## src/hw/rtl/mor640_pkg.sv

```systemverilog
// ----------------------------------------------------------------------------
// mor640_pkg
// Types, constants and round functions shared by the authenticated cipher core
// ----------------------------------------------------------------------------
package mor640_pkg;

  localparam int ROW_W       = 128;
  localparam int WORD_W      = 32;
  localparam int NUM_ROWS    = 5;
  localparam int INIT_ROUNDS = 16;
  localparam int FIN_ROUNDS  = 10;

  localparam int ROT_A = 5;
  localparam int ROT_B = 31;
  localparam int ROT_C = 7;
  localparam int ROT_D = 22;
  localparam int ROT_E = 13;

  localparam logic [ROW_W-1:0] CONST_ROW0 =
    {32'h6279e990, 32'h59372215, 32'h0d080503, 32'h02010100};
  localparam logic [ROW_W-1:0] CONST_ROW1 =
    {32'hdd28b573, 32'h42311120, 32'hf12fc26d, 32'h55183ddb};

  // input mode codes
  localparam logic [2:0] MODE_START = 3'd0;
  localparam logic [2:0] MODE_AD    = 3'd1;
  localparam logic [2:0] MODE_ENC   = 3'd2;
  localparam logic [2:0] MODE_DEC   = 3'd3;
  localparam logic [2:0] MODE_FIN   = 3'd4;

  // configuration register indexes
  localparam logic [1:0] CFG_KEY_LOW    = 2'd0;
  localparam logic [1:0] CFG_KEY_HIGH   = 2'd1;
  localparam logic [1:0] CFG_NONCE_LOW  = 2'd2;
  localparam logic [1:0] CFG_NONCE_HIGH = 2'd3;

  typedef logic [NUM_ROWS-1:0][ROW_W-1:0] state_t;

  typedef enum logic [2:0] {
    OP_START,
    OP_AD,
    OP_ENC,
    OP_DEC,
    OP_FIN,
    OP_NONE
  } op_t;

  typedef enum logic [2:0] {
    ST_IDLE,
    ST_INIT,
    ST_KEYX,
    ST_FIN,
    ST_TAG
  } ctrl_state_t;

  typedef struct packed {
    logic accept;
    op_t  op;
    logic upd_zero;
    logic key_xor;
    logic upd_len;
    logic emit_tag;
  } mor_cmd_t;

  function automatic logic [WORD_W-1:0] rotl32(logic [WORD_W-1:0] x, int n);
    return (x << n) | (x >> (WORD_W - n));
  endfunction

  // rotate every word of a row left by n bits
  function automatic logic [ROW_W-1:0] rot_bits(logic [ROW_W-1:0] row, int n);
    logic [ROW_W-1:0] r;
    for (int w = 0; w < 4; w++) begin
      r[WORD_W*w +: WORD_W] = rotl32(row[WORD_W*w +: WORD_W], n);
    end
    return r;
  endfunction

  // word w of the result is word w+k of the row
  function automatic logic [ROW_W-1:0] rot_words(logic [ROW_W-1:0] row, int k);
    logic [ROW_W-1:0] r;
    for (int w = 0; w < 4; w++) begin
      r[WORD_W*w +: WORD_W] = row[WORD_W*((w + k) & 3) +: WORD_W];
    end
    return r;
  endfunction

  function automatic state_t mor_update(state_t s, logic [ROW_W-1:0] m);
    state_t t;
    t    = s;
    t[0] = rot_bits(t[0] ^ t[3] ^ (t[1] & t[2]), ROT_A);
    t[3] = rot_words(t[3], 3);
    t[1] = rot_bits(t[1] ^ m ^ t[4] ^ (t[2] & t[3]), ROT_B);
    t[4] = rot_words(t[4], 2);
    t[2] = rot_bits(t[2] ^ m ^ t[0] ^ (t[3] & t[4]), ROT_C);
    t[0] = rot_words(t[0], 1);
    t[3] = rot_bits(t[3] ^ m ^ t[1] ^ (t[4] & t[0]), ROT_D);
    t[1] = rot_words(t[1], 2);
    t[4] = rot_bits(t[4] ^ m ^ t[2] ^ (t[0] & t[1]), ROT_E);
    t[2] = rot_words(t[2], 3);
    return t;
  endfunction

  function automatic logic [ROW_W-1:0] keystream(state_t s);
    return s[0] ^ rot_words(s[1], 1) ^ (s[2] & s[3]);
  endfunction

  // byte i is kept when i < vb, a count of 16 or more keeps all
  function automatic logic [ROW_W-1:0] byte_mask(logic [4:0] vb);
    logic [ROW_W-1:0] r;
    for (int i = 0; i < 16; i++) begin
      r[8*i +: 8] = (vb > 5'(i)) ? 8'hff : 8'h00;
    end
    return r;
  endfunction

endpackage

```

## src/hw/rtl/mor640_ctrl.sv

```systemverilog
// ----------------------------------------------------------------------------
// mor640_ctrl
// Sequencer for initialization and finalization rounds and the handshakes
// ----------------------------------------------------------------------------
module mor640_ctrl
  import mor640_pkg::*;
(
  input  logic       clk,
  input  logic       rst_n,
  input  logic       in_valid,
  input  logic [2:0] in_mode,
  output logic       in_ready,
  output logic       out_valid,
  input  logic       out_ready,
  output mor_cmd_t   cmd
);

  ctrl_state_t state_r, state_nxt;
  logic [3:0]  cnt_r, cnt_nxt;
  logic        out_valid_r, out_valid_nxt;
  logic        acc;
  op_t         op;

  always_comb begin
    unique case (in_mode)
      MODE_START: op = OP_START;
      MODE_AD:    op = OP_AD;
      MODE_ENC:   op = OP_ENC;
      MODE_DEC:   op = OP_DEC;
      MODE_FIN:   op = OP_FIN;
      default:    op = OP_NONE;
    endcase
  end

  // a new transaction needs the controller idle and the output slot free or draining this cycle
  assign in_ready = (state_r == ST_IDLE) && (!out_valid_r || out_ready);
  assign acc      = in_valid && in_ready;

  // next state
  always_comb begin
    state_nxt = state_r;
    cnt_nxt   = cnt_r;
    unique case (state_r)
      ST_IDLE: begin
        cnt_nxt = '0;
        if (acc && op == OP_START) begin
          state_nxt = ST_INIT;
        end else if (acc && op == OP_FIN) begin
          state_nxt = ST_FIN;
        end
      end
      ST_INIT: begin
        cnt_nxt = cnt_r + 4'd1;
        if (cnt_r == 4'(INIT_ROUNDS - 1)) begin
          state_nxt = ST_KEYX;
        end
      end
      ST_KEYX: state_nxt = ST_IDLE;
      ST_FIN: begin
        cnt_nxt = cnt_r + 4'd1;
        if (cnt_r == 4'(FIN_ROUNDS - 1)) begin
          state_nxt = ST_TAG;
        end
      end
      ST_TAG:  state_nxt = ST_IDLE;
      default: state_nxt = ST_IDLE;
    endcase
  end

  // outputs
  always_comb begin
    cmd          = '0;
    cmd.accept   = acc;
    cmd.op       = op;
    cmd.upd_zero = (state_r == ST_INIT);
    cmd.key_xor  = (state_r == ST_KEYX);
    cmd.upd_len  = (state_r == ST_FIN);
    cmd.emit_tag = (state_r == ST_TAG);

    out_valid_nxt = out_valid_r && !out_ready;
    if ((acc && op != OP_FIN) || state_r == ST_TAG) begin
      out_valid_nxt = 1'b1;
    end
  end

  always_ff @(posedge clk) begin
    if (!rst_n) begin
      state_r     <= ST_IDLE;
      cnt_r       <= '0;
      out_valid_r <= 1'b0;
    end else begin
      state_r     <= state_nxt;
      cnt_r       <= cnt_nxt;
      out_valid_r <= out_valid_nxt;
    end
  end

  assign out_valid = out_valid_r;

endmodule
```

## config.mk

```make
export PLATFORM = sky130hd
export DESIGN_NAME = mor640_ctrl
export DESIGN_NICKNAME = d
export VERILOG_FILES = /design/src/hw/rtl/mor640_pkg.sv /design/src/hw/rtl/mor640_ctrl.sv
export SDC_FILE = /design/constraint.sdc
export NUM_CORES = 1
export LEC_CHECK = 0
export BUFFER_PORTS_ARGS = -buffer_cell sky130_fd_sc_hd__buf_4
export CAP_MARGIN = 20
export CELL_PAD_IN_SITES_DETAIL_PLACEMENT = 0
export CELL_PAD_IN_SITES_GLOBAL_PLACEMENT = 1
export CORE_MARGIN = 1
export CORE_UTILIZATION = 33
export CTS_CLUSTER_DIAMETER = 50
export DETAILED_ROUTE_END_ITERATION = 6
export PLACE_DENSITY_LB_ADDON = 0.1
export SKIP_LAST_GASP = 1
export SYNTH_ARGS = -nofsm -noshare
export SYNTH_HDL_FRONTEND = slang
export SYNTH_SLANG_ARGS = --single-unit
export TNS_END_PERCENT = 5
```

## constraint.sdc

```tcl
create_clock -name clk -period 1.75 [get_ports clk]
set_input_delay 0.0875 -clock clk [delete_from_list [all_inputs] [get_ports clk]]
set_output_delay 0.0875 -clock clk [all_outputs]
set_load 0.1 [all_outputs]
```

==> results of run 1 <==
==> power breakdown <==
part	switching [mW]	internal (mW)	leakage, nW
combinational	0.157	0.0620	0.235
clock	0.0676	0.0874	0.0150
sequential	0.00788	0.189	0.0656
total	0.232	0.339	0.315
==> state kept, by name, indices dropped and copies added (netlist names) <==
signal and flops:
state_r 3, out_valid 1, cnt_r 4
==> worst paths after layout <==
check,end,startpoint
setup / recovery,cmd[7],state_r[0]$_SDFFE_PN0P_
hold / removal,out_valid$_SDFF_PN0_,in_valid
setup reg to reg,state_r[2]$_SDFFE_PN0P_,state_r[1]$_SDFFE_PN0P_
hold reg to reg,cnt_r[0]$_SDFFE_PN0N_,cnt_r[0]$_SDFFE_PN0N_
==> layout by cell type, fill, tap and decap left out, drive strengths merged, types with 2 or more instances in the layout <==
| master | synthesis | layout |
|---|---|---|
| a21oi | 4 | 4 |
| ha | 2 | 2 |
| o21ai | 8 | 8 |
| or3b | 4 | 4 |
| nor2 | 4 | 4 |
| inv | 3 | 3 |
| nor3b | 2 | 2 |
| clkbuf | 3 | 4 |
| nand2 | 2 | 2 |
| buf | 2 | 19 |
| dfxtp | 8 | 8 |
| nor2b | 5 | 5 |
| and2 | 3 | 3 |
==> cell type report <==
| type | count | area [um2] |
|---|---|---|
| tap | 15 | 18.8 |
| timing repair buffer | 19 | 143 |
| multi-input combinational | 49 | 350 |
| clock buffer | 4 | 26.3 |
| sequential | 8 | 164 |
| inverter | 3 | 11.3 |
| fill | 135 | 669 |
==> synth_stat cells, types with 2 or more instances <==
master	number	area, um2
nor2_1	4	15.0
clkbuf_1	3	11.3
nand2_1	2	7.51
dfxtp_1	8	160
ha_1	2	25.0
o21ai_0	8	40.0
or3b_2	3	26.3
and2_1	3	18.8
buf_4	2	15.0
inv_1	3	11.3
nor2b_1	5	31.3
nor3b_1	2	15.0
a21oi_1	4	20.0
==> stage by stage <==
stage          power [mW]  utilization, %
3_3_place_gp        0.422            49.7
4_1_cts             0.578            51.6
2_1_floorplan       0.382               -
6_report            0.571            51.6
3_5_place_dp        0.422            49.7
5_1_grt             0.595            51.6
==> layer usage <==
metal | part of all wire [%] | vias up | wire, um | global-route usage (%)
li1 | - | 272 | - | -
met1 | 49 | 236 | 545 | 18.3
met4 | 1.3 | 0 | 15 | 3.87
met3 | 6.2 | 2 | 69 | 6.52
met2 | 44 | 15 | 490 | 20.9
met5 | 0 | - | 0 | 0
==> cells by family (layout without fill, tap and decap cells) <==
logic type | after synthesis | in the layout
AOI/OAI and AO/OA | 20 | 20
adders and majority gates | 2 | 2
buffers and inverters | 8 | 26
DFF | 8 | 8
muxes | 1 | 1
and+or+nand+nor | 26 | 26
==> worst max-delay path: stages, from the launching register on <==
cell and delay [ns]:
dfxtp_1 0.33, buf_4 0.18, nor4_4 0.27, and2_4 0.17, buf_4 0.27
==> flow_metrics.env, run 1 <==
export IMPL_cts_tree="done"
export IMPL_drt_wl_total_mm=1.12
export IMPL_path_class="reg -> out"
export IMPL_diodes=0
export IMPL_ys_flop_type="dfxtp_1"
export IMPL_ios=17
export IMPL_clk_latency_ns=0.26
export IMPL_ctsHoldBuffers=0
export IMPL_worst_slack_ns=0.172
export IMPL_cts_root_buf="clkbuf_4"
export IMPL_report_final_slew_viol_count=0
export IMPL_finalSetupTns_ns=0
export IMPL_antenna_found_initial=0
export IMPL_dieArea_mm2=0.00173
export IMPL_finalSetupViolCount=0
export IMPL_hold_viol_final=0
export IMPL_hold_depth=3
export IMPL_htree_levels=1
export IMPL_route_detailed_drc=0
export IMPL_layout_cells_non_filler=98
export IMPL_crit_path_start_kind="flip-flop"
export IMPL_synth_mux_area_share_pct=1.93
export IMPL_rsz0062_at_grt="no"
export IMPL_grt_use_total_pct=14.1
export IMPL_wl_per_cell_um=11.4
export IMPL_ant_nets=0
export IMPL_synth_seq_cells=8
export IMPL_path_clk_slew_ns=0.06
export IMPL_async_flop_share_pct=0
export IMPL_viasPerCell=5.36
export IMPL_rows=13
export IMPL_max_freq_mhz=634
export IMPL_port_buffers=16
export IMPL_worst_slew_pin_slew_ns=0.302
export IMPL_synth_fa_ha_area_share_pct=4.83
export IMPL_grt_pass1_wl_mm=1.84
export IMPL_overflow=0
export IMPL_slew_limit_headroom_pct=79.9
export IMPL_postSynthCellCount=65
export IMPL_cts_num_sinks=8
export IMPL_syn_cell_area_um2=518
export IMPL_avgSynthCellArea_um2=7.97
export IMPL_rr_worst_depth=3
export IMPL_vias=525
export IMPL_status="complete, no violations"
export IMPL_ir_drop_mv=0.537
export IMPL_cp_max_fo=10
export IMPL_place_worst_setup_slack_ns=0.279
export IMPL_post_route_period_util_pct=90.2
export IMPL_crit_required_ns=1.66
export IMPL_synth_simple_area_share_pct=30.9
export IMPL_synth_yosys_seq_area_share_pct=30.9
export IMPL_drt_first_iter_violations=6
export IMPL_hpwl_um=881
export IMPL_whs_ns=0.0955
export IMPL_p_leak_nw=0.315
export IMPL_layout_nets=93
export IMPL_synth_top_family_by_area="simple AND/OR/NAND/NOR gates"
export IMPL_syn_to_final_growth_pct=37.7
export IMPL_dr_pass1_iters=4
export IMPL_min_delay_path_class="in -> reg"
export IMPL_dieWidth_um=41.6
export IMPL_synth_compound_area_share_pct=24.2
export IMPL_stdcell_area_um2=713
export IMPL_grt_max_degree=16
export IMPL_synth_edf_count=0
export IMPL_worstPathArrival_ns=1.49
export IMPL_fin_skew_ns=0.0168
export IMPL_synth_xor_area_share_pct=0
export IMPL_place_congestion=0.720
export IMPL_placed_area_um2=687
export IMPL_fp_dieH_um=41.6
export IMPL_cts_setup_buffers=0
export IMPL_dp_cells=94
export IMPL_synth_cell_types=29
export IMPL_min_period_ns=1.58
export IMPL_start_util_pct=37.5
export IMPL_core_area_mm2=0.00138
export IMPL_cts_repair_resized=0
export IMPL_drive_gt1_share_pct=36.1
export IMPL_r2r_slack_ns=0.29
export IMPL_synthesis_nets=74
export IMPL_yosys_warnings=0
export IMPL_drv_cap=0
export IMPL_cts_inserted_buffers=3
export IMPL_cts_max_path_buffers=2
export IMPL_grt_pass1_vias=449
export IMPL_pwr_density_cell_mw_per_mm2=801
export IMPL_worstSetupEndpointType="output pin"
(Power assumes the default switching activity.)
==> inputs of run 2 (changes only) <==
--- a/config.mk
+++ b/config.mk
@@ -9,11 +9,12 @@
 export CAP_MARGIN = 20
 export CELL_PAD_IN_SITES_DETAIL_PLACEMENT = 0
 export CELL_PAD_IN_SITES_GLOBAL_PLACEMENT = 1
-export CORE_MARGIN = 1
+export CORE_MARGIN = 2
 export CORE_UTILIZATION = 33
 export CTS_CLUSTER_DIAMETER = 50
 export DETAILED_ROUTE_END_ITERATION = 6
 export PLACE_DENSITY_LB_ADDON = 0.1
+export SKIP_CTS_REPAIR_TIMING = 1
 export SKIP_LAST_GASP = 1
 export SYNTH_ARGS = -nofsm -noshare
 export SYNTH_HDL_FRONTEND = slang
==> run 2 against run 1 <==
  * Non-clock buffer count stayed put
  * Register-to-register slack got worse by 0.07 ns
  * Routed wire length grew 9.8%
  * First-iteration DRC count fell by 17%
  * Power increased by 0.58%
  * Critical path type unchanged
==> flow_metrics.env, run 2 (same netlist as run 1, synthesis figures left out) <==
export IMPL_drt_wl_total_mm=1.23
export IMPL_ios=17
export IMPL_drive_gt1_share_pct=36.1
export IMPL_path_common_cell="buf_4"
export IMPL_power_internal_uw=339
export IMPL_worstPathArrival_ns=1.51
export IMPL_crit_family="buffers and inverters"
export IMPL_grt_max_degree=16
export IMPL_report_final_slew_viol_count=0
export IMPL_antenna_found_initial=0
export IMPL_grt_pass1_vias=446
export IMPL_cts_root_buf="clkbuf_4"
export IMPL_netSwitchingFraction_pct=41.0
export IMPL_dieWidth_um=43.6
export IMPL_vias=517
export IMPL_cts_inserted_buffers=3
export IMPL_cts_num_sinks=8
export IMPL_worst_slew_pin_slew_ns=0.312
export IMPL_ant_nets=0
export IMPL_cts_max_path_buffers=2
export IMPL_fp_dieH_um=43.6
export IMPL_slowest_stage="dfxtp_1"
export IMPL_cp_max_fo=9
export IMPL_num_fill_cells=147
export IMPL_status="complete, no violations"
export IMPL_crit_required_ns=1.66
export IMPL_largest_register_ffs=4
export IMPL_grt_use_total_pct=14.4
export IMPL_power_frac_comb_pct=38.2
export IMPL_sequentialPowerShare_pct=34.4
export IMPL_worstSetupEndpointType="output pin"
export IMPL_place_congestion=0.745
export IMPL_final_cell_mix="buf_4, o21ai_0, dfxtp_1"
export IMPL_syn_to_final_growth_pct=37.9
export IMPL_worstPathCellList="buf_4 > nor4_4 > and2_4 > buf_4"
export IMPL_cpPeakStageDelay_ns=0.35
export IMPL_path_clk_slew_ns=0.06
export IMPL_dp_cells=95
export IMPL_wl_per_cell_um=12.4
export IMPL_path_class="reg -> out"
export IMPL_cts_tree="done"
export IMPL_clk_latency_ns=0.26
export IMPL_finalSetupViolCount=0
export IMPL_rr_worst_depth=3
export IMPL_start_util_pct=34.8
export IMPL_drt_first_iter_violations=5
export IMPL_dieArea_mm2=0.00190
export IMPL_port_buffers=16
export IMPL_core_area_mm2=0.00149
export IMPL_htree_levels=1
export IMPL_p_leak_nw=0.315
export IMPL_overflow=0
export IMPL_path_buf_inv=2
export IMPL_hold_depth=2
export IMPL_rows=14
export IMPL_fin_skew_ns=0.00130
export IMPL_ir_drop_mv=0.395
export IMPL_top_register="cnt_r"
export IMPL_finalSetupTns_ns=0
export IMPL_max_freq_mhz=626
export IMPL_dr_pass1_iters=3
export IMPL_route_detailed_drc=0
export IMPL_slew_limit_headroom_pct=79.2
export IMPL_diodes=0
export IMPL_layout_nets=93
export IMPL_rsz0062_at_grt="no"
export IMPL_hpwl_um=914
export IMPL_drv_cap=0
export IMPL_min_period_ns=1.60
export IMPL_final_common_cell="buf_4"
export IMPL_hold_viol_final=0
export IMPL_path_depth=4
export IMPL_viasPerCell=5.22
export IMPL_min_delay_path_class="in -> reg"
export IMPL_layout_cells_non_filler=99
export IMPL_pwr_density_cell_mw_per_mm2=804
export IMPL_power_switching_uw=236
export IMPL_post_route_period_util_pct=91.3
export IMPL_clkPwrFrac_pct=27.3
export IMPL_crit_path_start_kind="flip-flop"
export IMPL_grt_pass1_wl_mm=1.99
[run 2: cell counts in the layout (fill, tap and decap cells not counted)]
No cell type changed its count.
[run 2: power by group through the flow]
stage	Clock [mW]	Combinational (mW)	Sequential, mW
2_1_floorplan	0	0.168	0.215
4_1_cts	0.163	0.220	0.198
6_report	0.157	0.220	0.198
3_5_place_dp	0	0.220	0.202
5_1_grt	0.177	0.228	0.199
3_3_place_gp	0	0.222	0.201
[run 2: final timing paths]
kind,startpoint,to,slack [ns]
worst max-delay path,state_r[0]$_SDFFE_PN0P_,cmd[7],0.15
worst min-delay path,rst_n,state_r[0]$_SDFFE_PN0P_,0.10
worst max register to register,state_r[1]$_SDFFE_PN0P_,state_r[2]$_SDFFE_PN0P_,0.22
worst min register to register,cnt_r[0]$_SDFFE_PN0N_,cnt_r[0]$_SDFFE_PN0N_,0.53
[run 2: area by class of cell]
| class | count | area [um2] | share of cell area [%] |
|---|---|---|---|
| Multi-Input combinational cell | 49 | 350 | 49.0 |
| Sequential cell | 8 | 164 | 22.9 |
| Timing Repair Buffer | 19 | 143 | 20.0 |
| Clock buffer | 4 | 26.3 | 3.68 |
| Tap cell | 16 | 20.0 | 2.80 |
| Inverter | 3 | 11.3 | 1.58 |
[run 2: worst register-to-register path, delay by kind of cell (launching register included)]
family | cells | cell delay, ns
AO/OA/AOI/OAI | 1 | 0.22
flip-flops | 1 | 0.50
AND/OR/NAND/NOR | 2 | 0.71
[run 2: per-layer routing]
layer  part of all wire, %  global-route usage [%]  vias to the layer above
li1                      -                       -                      268
met1                    49                    18.3                      237
met2                    45                    20.3                       10
met3                   4.8                    7.92                        2
met4                  0.98                    5.45                        0
met5                     0                       0                        -
[run 2: through the flow]
stage	setup slack, ns	hold WS, ns	utilization (%)	instance area (um2)	power (mW)
2_1_floorplan	-0.579	0.216	-	564	0.382
3_3_place_gp	0.320	0.370	46.2	688	0.423
3_5_place_dp	0.256	0.371	46.2	688	0.422
4_1_cts	0.141	0.0989	48.0	714	0.581
5_1_grt	0.0755	0.0945	48.0	714	0.604
6_report	0.152	0.103	48.0	714	0.575
==> inputs of run 3 (changes only) <==
--- a/config.mk
+++ b/config.mk
@@ -10,7 +10,8 @@
 export CELL_PAD_IN_SITES_DETAIL_PLACEMENT = 0
 export CELL_PAD_IN_SITES_GLOBAL_PLACEMENT = 1
 export CORE_MARGIN = 2
-export CORE_UTILIZATION = 33
+export CORE_UTILIZATION = 32
+export CTS_BUF_LIST = sky130_fd_sc_hd__clkbuf_4
 export CTS_CLUSTER_DIAMETER = 50
 export DETAILED_ROUTE_END_ITERATION = 6
 export PLACE_DENSITY_LB_ADDON = 0.1
==> constraint.sdc (replaced) <==
create_clock -name clk -period 1.4 [get_ports clk]
set_input_delay 0.07 -clock clk [delete_from_list [all_inputs] [get_ports clk]]
set_output_delay 0.07 -clock clk [all_outputs]
set_load 0.1 [all_outputs]
==> run 3 against run 2 <==
  * The run now ends with setup timing left
  * Clock skew up 0.0024 ns
  * Worst setup slack worse by 0.17 ns
  * Die area up 2.8%
  * Global-route usage up 0.98 points
  * Sequential share of layout area down 2.1 points
  * Sequential cell count unchanged
  * Non-clock buffer count up 5
  * Via count up 2.9%
  * Utilization up 4.7 points
  * Clock-buffer cell count unchanged
  * Critical path depth unchanged
  * Largest power group unchanged
  * Highest routed layer unchanged
==> flow_metrics.env, run 3 (same netlist as run 1, synthesis figures left out) <==
export IMPL_min_delay_path_class="in -> reg"
export IMPL_viasPerCell=5.12
export IMPL_clkPwrFrac_pct=28.1
export IMPL_grt_max_degree=16
export IMPL_placed_area_um2=716
export IMPL_num_fill_cells=158
export IMPL_dieArea_mm2=0.00196
export IMPL_final_cell_mix="buf_4, o21ai_0, dfxtp_1"
export IMPL_ir_drop_mv=0.632
export IMPL_diodes=0
export IMPL_clk_latency_ns=0.26
export IMPL_max_freq_mhz=703
export IMPL_top_register="cnt_r"
export IMPL_slew_limit_headroom_pct=81.1
export IMPL_grt_pass1_wl_mm=2.13
export IMPL_vias=532
export IMPL_worst_slew_pin_slew_ns=0.280
export IMPL_sequentialPowerShare_pct=31.6
export IMPL_r2r_slack_ns=0.03
export IMPL_path_class="reg -> out"
export IMPL_drv_cap=0
export IMPL_power_frac_comb_pct=40.4
export IMPL_antenna_found_initial=0
export IMPL_start_util_pct=34.4
export IMPL_layout_cells_non_filler=104
export IMPL_finalSetupViolCount=2
export IMPL_hold_viol_final=0
export IMPL_rows=14
export IMPL_path_clk_slew_ns=0.06
export IMPL_ant_nets=0
export IMPL_hpwl_um=925
export IMPL_crit_required_ns=1.33
export IMPL_core_area_mm2=0.00151
export IMPL_post_route_period_util_pct=102
export IMPL_fin_skew_ns=0.00370
export IMPL_grt_pass1_vias=450
export IMPL_p_leak_nw=0.354
export IMPL_hold_depth=3
export IMPL_final_seq_area_um2=165
export IMPL_power_internal_uw=471
export IMPL_cts_root_buf="clkbuf_4"
export IMPL_cp_max_fo=5
export IMPL_cts_num_sinks=8
export IMPL_crit_path_start_kind="flip-flop"
export IMPL_place_congestion=0.705
export IMPL_status="finished, violations left"
export IMPL_htree_levels=1
export IMPL_cts_tree="done"
export IMPL_cts_max_path_buffers=2
export IMPL_min_period_ns=1.42
export IMPL_fp_dieH_um=44.2
export IMPL_wl_per_cell_um=12.0
export IMPL_finalSetupTns_ns=-0.0248
export IMPL_place_worst_setup_slack_ns=-0.0165
export IMPL_overflow=0
export IMPL_stdcell_area_um2=793
export IMPL_grt_use_total_pct=15.4
export IMPL_power_switching_uw=301
export IMPL_port_buffers=16
export IMPL_drt_wl_total_mm=1.25
export IMPL_largest_register_ffs=4
export IMPL_worstPathArrival_ns=1.35
export IMPL_drive_gt1_share_pct=44.3
export IMPL_pwr_density_cell_mw_per_mm2=973
export IMPL_route_detailed_drc=0
export IMPL_dieWidth_um=44.2
export IMPL_report_final_slew_viol_count=0
export IMPL_multi_input_area_um2=358
export IMPL_dp_cells=97
export IMPL_ios=17
export IMPL_cts_inserted_buffers=3
export IMPL_netSwitchingFraction_pct=39.0
export IMPL_rsz0062_at_grt="yes"
export IMPL_syn_to_final_growth_pct=53.1
export IMPL_worst_slack_ns=-0.0224
export IMPL_layout_nets=98
export IMPL_worstSetupEndpointType="output pin"
export IMPL_final_common_cell="buf_4"
export IMPL_failed_checks="setup timing"
export IMPL_drt_first_iter_violations=0
export IMPL_dr_pass1_iters=1
export IMPL_rr_worst_depth=4
## run 3: critical path, cell delays in order, from the launching register on
cell and delay [ns]:
dfxtp_4 0.34, nor2b_4 0.14, nor4_4 0.26, and2_4 0.19, buf_12 0.16
## run 3: power groups by stage
stage	sequential [mW]	combinational, mW	clock (mW)
after floorplan	0.268	0.210	0
after global placement	0.248	0.291	0
after detailed placement	0.248	0.289	0
after CTS	0.243	0.290	0.225
after global routing	0.245	0.326	0.247
final	0.244	0.312	0.217
## run 3: final cells by class
| type | instances | area share, % |
|---|---|---|
| clock buffer | 4 | 3.79 |
| inverter | 3 | 1.42 |
| multi-input combinational | 49 | 45.1 |
| sequential | 8 | 20.8 |
| tap | 16 | 2.52 |
| timing repair buffer | 24 | 26.3 |
## run 3: layer usage
metal  track usage [%]  share of wire [%]  up-vias  routed length, um
li1                  -                  -      280                  -
met1              21.1                 51      243                632
met2              21.8                 45        7                556
met3              7.35                3.4        2                 42
met4              3.64                1.1        0                 14
met5                 0                  0        -                  0
## run 3: per-stage QoR
stage	hold WS (ns)	util [%]	power, mW
floorplan	0.198	-	0.478
global placement	0.356	47.5	0.538
detailed placement	0.356	47.5	0.538
CTS	0.0810	49.5	0.758
global route	0.0859	52.7	0.818
finish	0.0942	52.7	0.772
## run 3: final timing paths
kind	from	endpoint
worst max register to register	cnt_r[0]$_SDFFE_PN0N_	state_r[2]$_SDFFE_PN0P_
worst max-delay path	out_valid$_SDFF_PN0_	cmd[7]
worst min-delay path	rst_n	out_valid$_SDFF_PN0_
worst min register to register	cnt_r[1]$_SDFFE_PN0N_	cnt_r[1]$_SDFFE_PN0N_
